$ cat src/vertical_fir_image_filter_macros.svh
// Assertion shorthands used by the filter top module.
// Each expects i_clk and i_rst_n in the scope where it is used.
`ifndef VERTICAL_FIR_IMAGE_FILTER_MACROS_SVH
`define VERTICAL_FIR_IMAGE_FILTER_MACROS_SVH

// Same-cycle implication.
`define VFIR_ASSERT_NOW(label, ante, cons, msg) \
    label: assert property (@(posedge i_clk) disable iff (!i_rst_n) (ante) |-> (cons)) \
        else $error(msg);

// Next-cycle implication.
`define VFIR_ASSERT_NEXT(label, ante, cons, msg) \
    label: assert property (@(posedge i_clk) disable iff (!i_rst_n) (ante) |=> (cons)) \
        else $error(msg);

`endif

$ cat src/vfir_pkg.sv
`timescale 1ns / 1ps

package vfir_pkg;

    localparam int unsigned SAMPLE_BITS   = 16;
    localparam int unsigned COEF_BITS     = 16;
    localparam int unsigned COEF_FRAC     = 14;
    localparam int unsigned PROD_W        = SAMPLE_BITS + COEF_BITS;
    localparam int unsigned MAX_WIDTH     = 1024;
    localparam int unsigned COL_W         = $clog2(MAX_WIDTH);
    localparam int unsigned WIDTH_W       = 11;
    localparam int unsigned TAP_CNT_W     = 5;
    localparam int unsigned DEF_MAX_TAPS  = 16;
    localparam int unsigned CFG_DATA_W    = 64;
    localparam int unsigned CFG_IDX_W     = 3;
    localparam int unsigned NUM_COEF_REGS = 4;
    localparam int unsigned NUM_COEF      = NUM_COEF_REGS * (CFG_DATA_W / COEF_BITS);
    localparam int unsigned COEF_IDX_W    = $clog2(NUM_COEF);
    localparam int unsigned COEF_FLAT_W   = NUM_COEF * COEF_BITS;

    typedef enum logic [CFG_IDX_W-1:0] {
        CFG_TAP_COUNT = 3'd0,
        CFG_ROW_WIDTH = 3'd1,
        CFG_COEF_0_3  = 3'd2,
        CFG_COEF_4_7  = 3'd3,
        CFG_COEF_8_11 = 3'd4,
        CFG_COEF_12_15 = 3'd5
    } t_cfg_idx;

    typedef struct packed {
        logic signed [SAMPLE_BITS-1:0] pixel_in;
        logic                          frame_start;
        logic                          frame_end;
    } t_pix_in;

    typedef struct packed {
        logic signed [SAMPLE_BITS-1:0] pixel_out;
        logic [COL_W-1:0]              out_column;
        logic                          last_of_frame;
    } t_pix_out;

    // Control shared by every line-store cell.
    typedef struct packed {
        logic             adv;
        logic             wr_en;
        logic [COL_W-1:0] wr_addr;
        logic [COL_W-1:0] rd_addr;
    } t_line_ctrl;

    // Pick one Q2.14 coefficient; taps with no register read as zero.
    function automatic logic signed [COEF_BITS-1:0] coef_pick(
        input logic [COEF_FLAT_W-1:0] flat,
        input logic [TAP_CNT_W-1:0]   idx
    );
        if (idx >= TAP_CNT_W'(NUM_COEF)) begin
            return '0;
        end
        return flat[idx[COEF_IDX_W-1:0] * COEF_BITS +: COEF_BITS];
    endfunction

endpackage

$ cat src/vfir_tree.sv
`timescale 1ns / 1ps

// Registered binary adder tree, one level per cycle while i_adv is high; a single leaf passes through unregistered.
module vfir_tree import vfir_pkg::*; #(
    parameter int unsigned MAX_TAPS = DEF_MAX_TAPS,
    parameter int unsigned ACC_W    = PROD_W + $clog2(DEF_MAX_TAPS) + 1
) (
    input  logic                     i_clk,
    input  logic                     i_adv,
    input  logic signed [PROD_W-1:0] i_leaf [0:MAX_TAPS-1],
    output logic signed [ACC_W-1:0]  o_root
);

    localparam int unsigned LVLS = $clog2(MAX_TAPS);
    localparam int unsigned P    = 1 << LVLS;

    generate
        if (LVLS == 0) begin : g_single
            assign o_root = ACC_W'(i_leaf[0]);
        end else begin : g_tree
            logic signed [ACC_W-1:0] r_node [0:P-2];
            logic signed [ACC_W-1:0] n_node [0:P-2];
            logic signed [ACC_W-1:0] all_v  [0:2*P-2];

            // Heap order: inner nodes first, then the leaves, padded with zero.
            always_comb begin
                for (int i = 0; i < 2 * P - 1; i++) begin
                    if (i < P - 1) begin
                        all_v[i] = r_node[i];
                    end else if (i - (P - 1) < MAX_TAPS) begin
                        all_v[i] = ACC_W'(i_leaf[i - (P - 1)]);
                    end else begin
                        all_v[i] = '0;
                    end
                end
            end

            always_comb begin
                for (int i = 0; i < P - 1; i++) begin
                    n_node[i] = all_v[2 * i + 1] + all_v[2 * i + 2];
                end
            end

            always_ff @(posedge i_clk) begin
                if (i_adv) begin
                    r_node <= n_node;
                end
            end

            assign o_root = r_node[0];
        end
    endgenerate

endmodule

$ cat config.mk
export PLATFORM = sky130hd
export DESIGN_NAME = vfir_tree
export DESIGN_NICKNAME = d
export VERILOG_FILES = /design/src/vertical_fir_image_filter_macros.svh /design/src/vfir_pkg.sv /design/src/vfir_tree.sv
export SDC_FILE = /design/constraint.sdc
export NUM_CORES = 1
export LEC_CHECK = 0
export BUFFER_PORTS_ARGS = -buffer_cell sky130_fd_sc_hd__buf_4
export CORE_UTILIZATION = 60
export CTS_BUF_LIST = sky130_fd_sc_hd__clkbuf_2 sky130_fd_sc_hd__clkbuf_4 sky130_fd_sc_hd__clkbuf_8
export DETAILED_ROUTE_END_ITERATION = 8
export HOLD_SLACK_MARGIN = 0.05
export PLACE_DENSITY = 0.83
export SLEW_MARGIN = 10
export SYNTH_ARGS = -nofsm -noshare
export SYNTH_HDL_FRONTEND = slang
export SYNTH_SLANG_ARGS = --single-unit
$ cat constraint.sdc
create_clock -name i_clk -period 3.55 [get_ports i_clk]
set_clock_uncertainty 0.05 [all_clocks]
set_input_delay 0.355 -clock i_clk [delete_from_list [all_inputs] [get_ports i_clk]]
set_output_delay 0.355 -clock i_clk [all_outputs]
set_load 0.01 [all_outputs]
==> results.txt <==
The first global-routing pass estimated 164000 µm of wire. Dividing the synthesized area by the synthesized cell count gives 10.2 µm². The max-capacitance violation count was 0; the number of cell rows was 94. The worst pin sits at a relative slew slack of 46.8%. STA classifies the critical path endpoint as a register.

The proportion of netlist area held by the largest area contributor came out at 39.1%. The final layout contains 5638 nets. The tree is rooted in a sky130_fd_sc_hd__clkbuf_8. The tools report the number of H-tree levels as 3. The clock net in this run drives a total of 523 sinks. Relative to the synthesized area, the layout overhead comes to 18.9%. Minimum clock period: 3.49 ns. Among all flip-flop cells after synthesis, the most frequent one is sky130_fd_sc_hd__edfxtp_1. The worst register-to-register path has a depth of 12. By instance count, the leading cell after synthesis is sky130_fd_sc_hd__edfxtp_1. For the number of global-route vias before repair, the log shows 31800. The post-synth net total is 4981. The post-synthesis cell area was 40200 µm². Once layout is complete, the cells apart from fillers number 5550. By area the synthesized netlist is led by sky130_fd_sc_hd__edfxtp_1, sky130_fd_sc_hd__ha_1, sky130_fd_sc_hd__xnor2_1, sky130_fd_sc_hd__a21o_1, sky130_fd_sc_hd__a21oi_1.

At the pin with the least slew margin, the transition time is 0.798 ns. Cell taking the most area after synthesis: sky130_fd_sc_hd__edfxtp_1. In this run, CTS created clock tree buffers numbering 88.

The logs give 0 for the number of antenna violations at the first check in global routing and 0.460 mV for the worst vdd rail ir drop. Including well taps, the total number of placed cells is 5351. Entering global routing, the biggest net connects 87 pins. Aggregate routed wire length: 107000 µm.

The worst hold path was traced through 3 stages. The die covers 68000 µm². Largest fanout on the critical path: 3. Cells fill 72.4% of the core in the end. The run gives 0 as the post-detailed-route count of antenna-violating nets. The run gives 33500 as the total number of vias.

Sorting the synthesized cells by how often they occur yields sky130_fd_sc_hd__edfxtp_1, sky130_fd_sc_hd__ha_1, sky130_fd_sc_hd__a21oi_1, sky130_fd_sc_hd__nor2_1, sky130_fd_sc_hd__a21o_1. Type of the tightest min-delay check: in -> reg. The via count normalized by instance count is 6.04.

The worst register-to-register path ends at g_tree.all_v[1031]$_DFFE_PP_. Critical path arrival: 3.86 ns. In the final layout, the share of cells above drive strength 1 is 17.9%. Yosys mapped the design onto 84 distinct sky130hd cell types. Final number of hold-violating endpoints: 0. Of the synthesized area, sequential elements account for 39.1%. In the routed design, unresolved DRC markers number 14. The highest clock frequency the design can meet is 0.287 GHz, and the total global routing overflow is 0. For the placeable core region, the log shows 66000 µm². STA classifies the critical path startpoint as an input pin. Setup slack on the worst reg-to-reg path comes out at 0.14 ns. From bottom edge to top edge, the die measures 261 µm. The completed layout was analyzed and its total power is 0.0328 W. The placed instances occupy a cell area of 45500 µm².

The count of mapped cells out of synthesis was 3956. The logs give 47800 µm² for the area of all placed cells without fillers and 84500 µm for the detailed placement HPWL. The critical path in this run is classified as in -> reg. Per-cell routed wire length: 19.2 µm.

The flow ran to the end, but the final reports show violations. The data required time of the critical path was 3.92 ns; the final sum of negative setup slack was 0 ns. The tools report the placer congestion estimate as 0.988. In this run, synthesis produced a sequential element count of 523.

The initial standard-cell utilization of the core came out at 60.9%. Counting along the longest clock path gives a buffer depth of 3. The analysis attributes to cell leakage a power of 21.0 nW. Destination of the worst hold path: g_tree.all_v[871]$_DFFE_PP_. The number of antenna diodes in the final layout is 0. Global routing consumed, over all layers together, 30.3% of the routing resources. In this run the power density over the cells is 686 nW/µm².

The first-pass iteration count of the detailed router was 8. Number of warnings issued by yosys: 0. The worst hold path begins at i_leaf[500]. In this run the horizontal extent of the chip is 261 µm.

After synthesis, the share of flip-flops with an asynchronous set or reset is 0%. The number of enable-type register cells in the synthesized netlist was 523. For this design the top-level I/O count stands at 551.

The final reports fail on design-rule violations. In this run, the number of DRC markers left after iteration 0 of detailed routing was 2695. TritonCTS built the clock tree. The final critical-path share of the clock period was 98.2%. The worst register-to-register path begins at g_tree.all_v[814]$_DFFE_PP_. The count of final max-slew check failures is 0, and the port buffer count is 550. After clock tree synthesis, the clock-pin slew on the worst setup and hold paths is 0.06 ns. The clock reaches the later pin of the worst-skew pair after 0.69 ns. The layout has 4875 filler cells. Setup violations remaining at the end of the flow were counted as 0.
critical path, cell delays in order:
cell and delay [ns]:
sky130_fd_sc_hd__dlygate4sd3_1 0.54, sky130_fd_sc_hd__buf_4 0.13, sky130_fd_sc_hd__ha_1 0.22, sky130_fd_sc_hd__fa_1 0.41
sky130_fd_sc_hd__a21o_1 0.21, sky130_fd_sc_hd__a21oi_2 0.22, sky130_fd_sc_hd__o21bai_1 0.13, sky130_fd_sc_hd__a211oi_1 0.26
sky130_fd_sc_hd__buf_4 0.19, sky130_fd_sc_hd__o21ai_1 0.17, sky130_fd_sc_hd__a211oi_2 0.23, sky130_fd_sc_hd__buf_4 0.17
sky130_fd_sc_hd__nor3_1 0.08, sky130_fd_sc_hd__a221oi_1 0.29, sky130_fd_sc_hd__o21bai_1 0.11, sky130_fd_sc_hd__xor2_1 0.15
cells by family (layout without fill, tap and decap cells):
group / after synthesis / in the layout / synth area share (%)
AND/OR/NAND/NOR: 956 / 956 / 11.5
flip-flops: 523 / 523 / 39.1
AO/OA/AOI/OAI: 1362 / 1362 / 22.0
adder cells (fa/ha/maj): 511 / 511 / 16.2
XOR/XNOR: 409 / 409 / 8.92
buffers and inverters: 192 / 922 / 2.15
multiplexers: 3 / 3 / 0.0748
state kept, by name, indices dropped and copies added (netlist names):
register      flops
g_tree.all_v    486
o_root           37
power by group:
group	leakage, nW	total [W]	switching [W]	internal (W)
logic	15.0	0.0167	0.00943	0.00723
clock network	0.933	0.00545	0.00251	0.00294
registers	5.12	0.0107	0.000919	0.00974
routing by layer:
metal  vias up  share of wire, %  global-route usage, %  wire length (µm)
li1      16300                 -                      -                 -
met1     15800                43                   40.9             45800
met2      1224                47                   50.3             50500
met3       191               6.6                   3.89              7020
met4         0               3.0                   10.2              3220
met5         -                 0                      0                 0
metrics by stage:
stage,setup slack [ns],hold slack (ns)
after floorplan,0.397,0.417
after global placement,-0.00124,0.471
after detailed placement,-0.112,0.485
after CTS,0.0208,0.0563
after global routing,-0.0239,0.0590
final,0.0646,0.0999
cell usage in the layout, fill, tap and decap left out, types with 10 or more instances in the layout:
cell type | Yosys | layout
sky130_fd_sc_hd__clkinv_1 | 0 | 24
sky130_fd_sc_hd__a21boi_0 | 13 | 13
sky130_fd_sc_hd__or2_2 | 15 | 15
sky130_fd_sc_hd__o221ai_1 | 11 | 11
sky130_fd_sc_hd__buf_4 | 37 | 613
sky130_fd_sc_hd__nand4_1 | 33 | 33
sky130_fd_sc_hd__o211ai_1 | 22 | 22
sky130_fd_sc_hd__ha_1 | 496 | 495
sky130_fd_sc_hd__o21bai_1 | 66 | 66
sky130_fd_sc_hd__clkbuf_8 | 0 | 90
sky130_fd_sc_hd__a211oi_1 | 40 | 35
sky130_fd_sc_hd__clkinv_2 | 0 | 14
sky130_fd_sc_hd__fa_1 | 15 | 14
sky130_fd_sc_hd__o31ai_1 | 14 | 12
sky130_fd_sc_hd__nor2_1 | 286 | 286
sky130_fd_sc_hd__a21oi_1 | 408 | 395
sky130_fd_sc_hd__xor2_1 | 134 | 134
sky130_fd_sc_hd__dlygate4sd3_1 | 0 | 33
sky130_fd_sc_hd__o21ai_1 | 28 | 32
sky130_fd_sc_hd__o21a_1 | 65 | 65
sky130_fd_sc_hd__o21ai_0 | 225 | 220
sky130_fd_sc_hd__and3_1 | 46 | 46
sky130_fd_sc_hd__a211o_1 | 13 | 13
sky130_fd_sc_hd__nand3_1 | 88 | 88
sky130_fd_sc_hd__a31oi_1 | 41 | 38
sky130_fd_sc_hd__nor3_1 | 62 | 62
sky130_fd_sc_hd__xnor2_1 | 275 | 275
sky130_fd_sc_hd__a21o_1 | 281 | 281
sky130_fd_sc_hd__nand2_1 | 211 | 211
sky130_fd_sc_hd__inv_1 | 108 | 108
sky130_fd_sc_hd__nand2b_1 | 78 | 78
sky130_fd_sc_hd__edfxtp_1 | 523 | 523
sky130_fd_sc_hd__a21oi_2 | 0 | 13
sky130_fd_sc_hd__nor3b_1 | 10 | 10
sky130_fd_sc_hd__and2_1 | 20 | 20
sky130_fd_sc_hd__nor2b_1 | 55 | 55
sky130_fd_sc_hd__clkbuf_4 | 0 | 26
sky130_fd_sc_hd__and4_1 | 11 | 10
worst max-delay path by stage:
stage / from / to / slack, ns / cells after the start
floorplan: g_tree.all_v[814]$_DFFE_PP_ / g_tree.all_v[1031]$_DFFE_PP_ / 0.40 / 12
global placement: i_leaf[192] / g_tree.all_v[733]$_DFFE_PP_ / -0.001 / 15
detailed placement: i_leaf[448] / g_tree.all_v[879]$_DFFE_PP_ / -0.11 / 13
CTS: g_tree.all_v[814]$_DFFE_PP_ / g_tree.all_v[1031]$_DFFE_PP_ / 0.02 / 12
global route: i_leaf[96] / g_tree.all_v[659]$_DFFE_PP_ / -0.02 / 16
finish: i_leaf[224] / g_tree.all_v[733]$_DFFE_PP_ / 0.06 / 16
timing repair:
action                                 CTS  global route
pin swaps                                0            14
buffers inserted                         0             3
gates resized for setup                  2            45
setup endpoints to repair                2            49
endpoints found under the hold margin   17             0
hold buffers                            33             0
gates cloned                             0             0
area by class of cell:
cell class,count,area (µm²),area share (%)
multi-input cells,3241,23800,49.8
flip-flops and latches,523,15700,32.9
repair buffers,651,5030,10.5
clock buffers,116,1430,3.00
well taps,864,1080,2.26
inverters,108,405,0.849
clock inverters,47,327,0.684
No activity file was read; power rests on OpenSTA's default activity.
